--- config.mk ---
export PLATFORM = sky130hd
export DESIGN_NAME = trial_division_prime_test_core
export DESIGN_NICKNAME = d
export VERILOG_FILES = /design/src/design/tdpt_pkg.sv /design/src/design/trial_division_prime_test_core.sv
export SDC_FILE = /design/constraint.sdc
export NUM_CORES = 1
export LEC_CHECK = 0
export BUFFER_PORTS_ARGS = -buffer_cell sky130_fd_sc_hd__buf_2
export CORE_UTILIZATION = 45
export DETAILED_ROUTE_END_ITERATION = 10
export GPL_ROUTABILITY_DRIVEN = 0
export PLACE_DENSITY = 0.69
export SLEW_MARGIN = 20
export SYNTH_ARGS = -nofsm -noshare
export SYNTH_HDL_FRONTEND = slang
export SYNTH_SLANG_ARGS = --single-unit
--- constraint.sdc ---
create_clock -name clk_i -period 18.36 [get_ports clk_i]
set_input_delay 1.836 -clock clk_i [delete_from_list [all_inputs] [get_ports clk_i]]
set_output_delay 1.836 -clock clk_i [all_outputs]
set_load 0.01 [all_outputs]
--- src/design/tdpt_pkg.sv ---
// Shared types, widths and the control store of the trial-division prime tester.
// Holds the micro-op and branch-condition enums, the control word and the program.
// Depends on nothing; imported by trial_division_prime_test_core.
package tdpt_pkg;

  // Candidate width; the datapath follows it
  localparam int NumW = 32;
  // Step counter of the divider
  localparam int CntW = $clog2(NumW);
  // Program counter of the sequencer
  localparam int PcW = 4;

  // Datapath operation of one control word
  typedef enum logic [2:0] {
    OP_LOAD,
    OP_NONE,
    OP_DIV_INIT,
    OP_DIV_STEP,
    OP_BUMP,
    OP_EMIT_COMPOSITE,
    OP_EMIT_PRIME
  } op_e;

  // Branch condition of one control word; fall through to pc + 1 when false
  typedef enum logic [3:0] {
    C_NEVER,
    C_ALWAYS,
    C_NO_START,
    C_LT_TWO,
    C_EQ_TWO,
    C_EVEN,
    C_DIV_BUSY,
    C_BEYOND_ROOT,
    C_REM_NONZERO
  } cond_e;

  typedef struct packed {
    op_e              op;
    cond_e            cond;
    logic [PcW-1:0]   target;
  } ctrl_word_t;

  // Program addresses
  localparam logic [PcW-1:0] PC_IDLE      = PcW'(0);
  localparam logic [PcW-1:0] PC_LT_TWO    = PcW'(1);
  localparam logic [PcW-1:0] PC_EQ_TWO    = PcW'(2);
  localparam logic [PcW-1:0] PC_EVEN      = PcW'(3);
  localparam logic [PcW-1:0] PC_DIV_INIT  = PcW'(4);
  localparam logic [PcW-1:0] PC_DIV_STEP  = PcW'(5);
  localparam logic [PcW-1:0] PC_BOUND     = PcW'(6);
  localparam logic [PcW-1:0] PC_REM       = PcW'(7);
  localparam logic [PcW-1:0] PC_COMPOSITE = PcW'(8);
  localparam logic [PcW-1:0] PC_PRIME     = PcW'(9);

  // Control store: one word per program step
  function automatic ctrl_word_t ucode_rom(input logic [PcW-1:0] pc);
    ctrl_word_t w;
    case (pc)
      PC_IDLE:      w = '{op: OP_LOAD,           cond: C_NO_START,    target: PC_IDLE};
      PC_LT_TWO:    w = '{op: OP_NONE,           cond: C_LT_TWO,      target: PC_COMPOSITE};
      PC_EQ_TWO:    w = '{op: OP_NONE,           cond: C_EQ_TWO,      target: PC_PRIME};
      PC_EVEN:      w = '{op: OP_NONE,           cond: C_EVEN,        target: PC_COMPOSITE};
      PC_DIV_INIT:  w = '{op: OP_DIV_INIT,       cond: C_NEVER,       target: PC_IDLE};
      PC_DIV_STEP:  w = '{op: OP_DIV_STEP,       cond: C_DIV_BUSY,    target: PC_DIV_STEP};
      PC_BOUND:     w = '{op: OP_NONE,           cond: C_BEYOND_ROOT, target: PC_PRIME};
      PC_REM:       w = '{op: OP_BUMP,           cond: C_REM_NONZERO, target: PC_DIV_INIT};
      PC_COMPOSITE: w = '{op: OP_EMIT_COMPOSITE, cond: C_ALWAYS,      target: PC_IDLE};
      PC_PRIME:     w = '{op: OP_EMIT_PRIME,     cond: C_ALWAYS,      target: PC_IDLE};
      default:      w = '{op: OP_NONE,           cond: C_ALWAYS,      target: PC_IDLE};
    endcase
    return w;
  endfunction

endpackage

--- src/design/trial_division_prime_test_core.sv ---
// Trial-division primality tester: microcoded sequencer over a shift-subtract divider.
// Depends on tdpt_pkg (widths, control word type and control store).
//
// Usage:
//   Drive number_i and raise start; the word is taken at a rising edge where
//   start is high and busy is low. busy stays high while the test runs.
//   The answer appears on prime_o for exactly one cycle with done_o high;
//   the receiver has no way to stall it and must take it in that cycle.
// Sequencing:
//   Zero and one are reported composite and two prime after the screening steps;
//   other even numbers are reported composite. Odd numbers are screened, then each
//   odd trial divisor from 3 up goes through the divider load, one quotient bit
//   per cycle in the shared divider, then bound and remainder checks.
//   One word is in flight at a time; a new word may be started in the
//   cycle done_o is high.
// Reset:
//   rst_ni clears the program counter and the result strobe; the block comes
//   out of reset idle with busy low.
module trial_division_prime_test_core (
  input  logic                      clk_i,
  input  logic                      rst_ni,
  input  logic                      start,
  output logic                      busy,
  input  logic [tdpt_pkg::NumW-1:0] number_i,
  output logic                      done_o,
  output logic                      prime_o
);
  import tdpt_pkg::*;

  localparam logic [CntW-1:0] CntLast = CntW'(NumW - 1);

  logic [PcW-1:0]  pc_q, pc_d;
  ctrl_word_t      cw;
  logic            take;

  logic [NumW-1:0] n_q, d_q, quo_q, rem_q;
  logic [NumW-1:0] d_d, quo_d, rem_d;
  logic [CntW-1:0] cnt_q, cnt_d;
  logic [NumW:0]   shifted;
  logic            fits;

  logic            done_q, done_d;
  logic            prime_q, prime_d;

  // Fetch the control word of the current step
  assign cw   = ucode_rom(pc_q);
  assign busy = (pc_q != PC_IDLE);

  // Evaluate the branch condition and pick the next step
  always_comb begin
    case (cw.cond)
      C_NEVER:       take = 1'b0;
      C_ALWAYS:      take = 1'b1;
      C_NO_START:    take = !start;
      C_LT_TWO:      take = (n_q[NumW-1:1] == '0);
      C_EQ_TWO:      take = (n_q == NumW'(2));
      C_EVEN:        take = !n_q[0];
      C_DIV_BUSY:    take = (cnt_q != CntLast);
      C_BEYOND_ROOT: take = (d_q > quo_q);
      C_REM_NONZERO: take = (rem_q != '0);
      default:       take = 1'b1;
    endcase
    pc_d = take ? cw.target : pc_q + PcW'(1);
  end

  // One shift-subtract step of the divider
  assign shifted = {rem_q, quo_q[NumW-1]};
  assign fits    = (shifted >= {1'b0, d_q});

  // Drive the datapath from the micro-op
  always_comb begin
    d_d     = d_q;
    quo_d   = quo_q;
    rem_d   = rem_q;
    cnt_d   = cnt_q;
    done_d  = 1'b0;
    prime_d = prime_q;
    case (cw.op)
      OP_LOAD: begin
        d_d = NumW'(3);
      end
      OP_DIV_INIT: begin
        quo_d = n_q;
        rem_d = '0;
        cnt_d = '0;
      end
      OP_DIV_STEP: begin
        rem_d = fits ? NumW'(shifted - {1'b0, d_q}) : shifted[NumW-1:0];
        quo_d = {quo_q[NumW-2:0], fits};
        cnt_d = cnt_q + CntW'(1);
      end
      OP_BUMP: begin
        d_d = d_q + NumW'(2);
      end
      OP_EMIT_COMPOSITE: begin
        done_d  = 1'b1;
        prime_d = 1'b0;
      end
      OP_EMIT_PRIME: begin
        done_d  = 1'b1;
        prime_d = 1'b1;
      end
      default: begin
      end
    endcase
  end

  // Hold control state
  always_ff @(posedge clk_i or negedge rst_ni) begin
    if (!rst_ni) begin
      pc_q   <= PC_IDLE;
      done_q <= 1'b0;
    end else begin
      pc_q   <= pc_d;
      done_q <= done_d;
    end
  end

  // Hold datapath registers; capture the candidate while idle
  always_ff @(posedge clk_i) begin
    if (cw.op == OP_LOAD) begin
      n_q <= number_i;
    end
    d_q     <= d_d;
    quo_q   <= quo_d;
    rem_q   <= rem_d;
    cnt_q   <= cnt_d;
    prime_q <= prime_d;
  end

  assign done_o  = done_q;
  assign prime_o = prime_q;

  // A result shows only once the sequencer is back at its idle step
  assert property (@(posedge clk_i) disable iff (!rst_ni) done_o |-> !busy)
    else $error("result strobe while sequencer busy");

  // An accepted word starts the program
  assert property (@(posedge clk_i) disable iff (!rst_ni) (start && !busy) |=> busy)
    else $error("accepted word did not start the sequencer");

  // The strobe lasts a single cycle
  assert property (@(posedge clk_i) disable iff (!rst_ni) done_o |=> !done_o)
    else $error("result strobe held for more than one cycle");

  // Only two or an odd number can be reported prime
  assert property (@(posedge clk_i) disable iff (!rst_ni)
    (done_o && prime_o) |-> (n_q[0] || (n_q == NumW'(2))))
    else $error("even number other than two reported prime");

endmodule

==> flow_summary.yaml <==
yosys:
  yosysWarningCount: 0
  ys_seq_area_frac: 0.4660
  avgSynthCellArea_um2: 10.06
  synth_top_cell_area_share: 0.4519
  synth.distinct_cells: 68
  synth_ff_type: "edfxtp_1"
  ys_ff_latch: 138
  synth_area_leader_cell: "edfxtp_1"
  synth_nets: 987
  synthArstFlopShare: 0.03623
  yosys-top-cells-area: "edfxtp_1, ha_1, xnor2_1"
  synth_enable_flop_cells: 133
  synth_area_um2: 8838
  netlist_instances: 879
worst_setup_path:
  start_kind: "register"
  critPathKind: "register to register"
  cp-end-kind: "register"
  path_max_fanout: 34
  cp.arrival_ns: 3.78
  crit_required_ns: 18.49
drt:
  drt_iter0_drc: 569
  route.detailed.drc: 0
  via_count: 6576
  drt.antenna.violating_nets: 0
  wl_met1_um: 9427
  dr.pass1.iters: 5
  highest_layer: "met4"
  routed_via_density: 5.545
  met3_wirelength_um: 1007
  wl_met2_um: 8669
  wl_per_cell_um: 16.33
  wl_um: 19370
cts:
  clock_latency_ns: 0.43
  cts_resized: 0
  cts_setup_buffers: 0
  cts_buffers: 17
  root_buffer: "clkbuf_16"
  clock_sinks: 138
  clk_pin_slew_ns: 0.07
  cts_buffer_depth: 2
  cts_hold_buf: 0
  cts_tree: "yes"
  h-tree-depth: 4
timing:
  final.min_clock_period_ns: 3.642
  slew_violations: 0
  skew_ns: 0.01206
  finalCritPeriodShare: 0.1984
  fmax_mhz: 274.6
  slew_headroom: 0.2922
  final-setup-viol-count: 0
  setup_tns_ns: 0
  rsz0062_at_grt: "no"
  hold_viol_final: 0
  worst_pin_slew_ns: 1.062
power:
  vdd_drop_max_v: 0.00008969
  p_per_area_nw_per_um2: 171.6
  leakage_uw: 0.003991
floorplan:
  die_area_um2: 20210
  core_um2: 18960
  fp.dieH_um: 142.1
  rows: 50
  io-pin-count: 38
  die_w_um: 142.1
  start_util: 0.4663
global_route:
  antenna_found_initial: 0
  grtUsageTotal: 0.2059
  grt_pass1_vias: 6247
  overflow: 0
  grt_pass1_wl_um: 31850
  grt_max_degree: 99
layout:
  antenna_cells: 0
  area_delta_synth_final_pct: 11.82
  final_layout_size_suffix_gt1_frac: 0.09719
  fillers: 1692
  final_util: 0.5214
  final_nets: 1021
placement:
  dp_hpwl_um: 13830
  port_buffers: 37
status:
  outcome: "complete, no violations"
hold_path:
  worstHoldPathType: "register to register"
run:
  maxCapViolations: 0
state kept, by name (all words and copies together), names as in the netlist:
register	cells
n_q	32
pc_q	4
cnt_q	5
quo_q	32
done_o	1
rem_q	32
prime_o	1
d_q	31
path summary, 6_finish.rpt:
kind	startpoint	endpoint	slack [ns]	cells past startpoint
worst min-delay path	n_q[5]	quo_q[5]	0.56	2
worst min register to register	n_q[5]	quo_q[5]	0.56	2
max in group asynchronous	rst_ni	pc_q[3]	17.02	1
worst max register to register	d_q[3]	rem_q[18]	14.72	12
min in group asynchronous	rst_ni	pc_q[2]	1.21	1
worst max-delay path	d_q[3]	rem_q[18]	14.72	12
synth_stat cells (all sizes together), types with 2 or more instances:
| cell | n |
|---|---|
| and3 | 5 |
| a41o | 3 |
| or3 | 6 |
| dfrtp | 5 |
| o21a | 4 |
| a311oi | 2 |
| a221oi | 2 |
| edfxtp | 133 |
| o211ai | 3 |
| xor2 | 8 |
| nor3b | 3 |
| nor4 | 21 |
| a21o | 20 |
| ha | 72 |
| o221ai | 2 |
| mux2i | 25 |
| buf | 4 |
| o21ai | 53 |
| nor2 | 97 |
| nand2 | 73 |
| clkbuf | 22 |
| nand3 | 29 |
| inv | 72 |
| o21bai | 5 |
| nor4b | 2 |
| a21oi | 48 |
| xnor2 | 50 |
| o31a | 2 |
| a211oi | 7 |
| o31ai | 4 |
| nor3 | 24 |
| nand2b | 7 |
| clkinv | 2 |
| and2 | 8 |
| nor2b | 5 |
| o41ai | 2 |
| a31oi | 10 |
| nand4 | 16 |
| o2111ai | 4 |
layer usage:
metal  vias up  global-route usage
li1       3287                   -
met1      3032              0.2921
met2       235              0.3166
met3        22             0.04038
met4         0             0.06395
met5         -                   0
critical path, stage by stage (launching register included):
cell       delay [ns]
edfxtp_1         0.43
inv_1            0.10
ha_1             0.38
a21o_1           0.22
a221oi_2         0.43
o21ai_2          0.21
a2111oi_4        0.42
nor2_2           0.13
o21ai_4          0.26
o211ai_4         0.10
buf_4            0.33
mux2i_1          0.26
nor2_1           0.07
through the flow:
step	cells	cell area, um^2	worst slack (ns)	hold slack [ns]	power, uW
2_1_floorplan	879	8838	10.30	0.5077	1167
3_3_place_gp	1154	9303	14.90	0.5356	1331
5_1_grt	1186	9883	14.48	0.5786	1820
3_5_place_dp	1154	9303	14.79	0.5405	1343
6_report	1186	9883	14.72	0.5593	1696
4_1_cts	1186	9883	14.75	0.5552	1696
placed cells by master, fill, tap and decap left out, drive strengths merged, types with 17 or more instances in the layout:
cell type	netlist	final
a21o	20	20
a21oi	48	48
buf	4	41
clkbuf	22	17
edfxtp	133	133
ha	72	72
inv	72	81
mux2i	25	25
nand2	73	73
nand3	29	29
nor2	97	97
nor3	24	24
nor4	21	21
o21ai	53	53
xnor2	50	50
where the power goes:
part	leakage [uW]	total [uW]	switching (uW)	internal (uW)
Sequential	0.00132	562	78.7	483
Combinational	0.00239	790	480	311
Clock	0.000281	343	151	192
Total	0.00399	1700	709	986
logic make-up after synthesis:
kind of cell | share of synthesized area
simple gates | 0.1607
compound gates | 0.1377
flops | 0.4660
buf+inv | 0.04431
fa+ha+maj | 0.1042
xor+xnor | 0.05747
mux | 0.02959
area by class of cell:
class / count / area (um^2) / share of cell area
multi-input cells: 641 / 4365 / 0.4417
flip-flops and latches: 138 / 4119 / 0.4168
clock buffers: 17 / 425.4 / 0.04304
well taps: 260 / 325.3 / 0.03292
inverters: 74 / 277.8 / 0.02810
repair buffers: 41 / 215.2 / 0.02177
clock inverters: 15 / 155.1 / 0.01570
(Power assumes the default switching activity.)
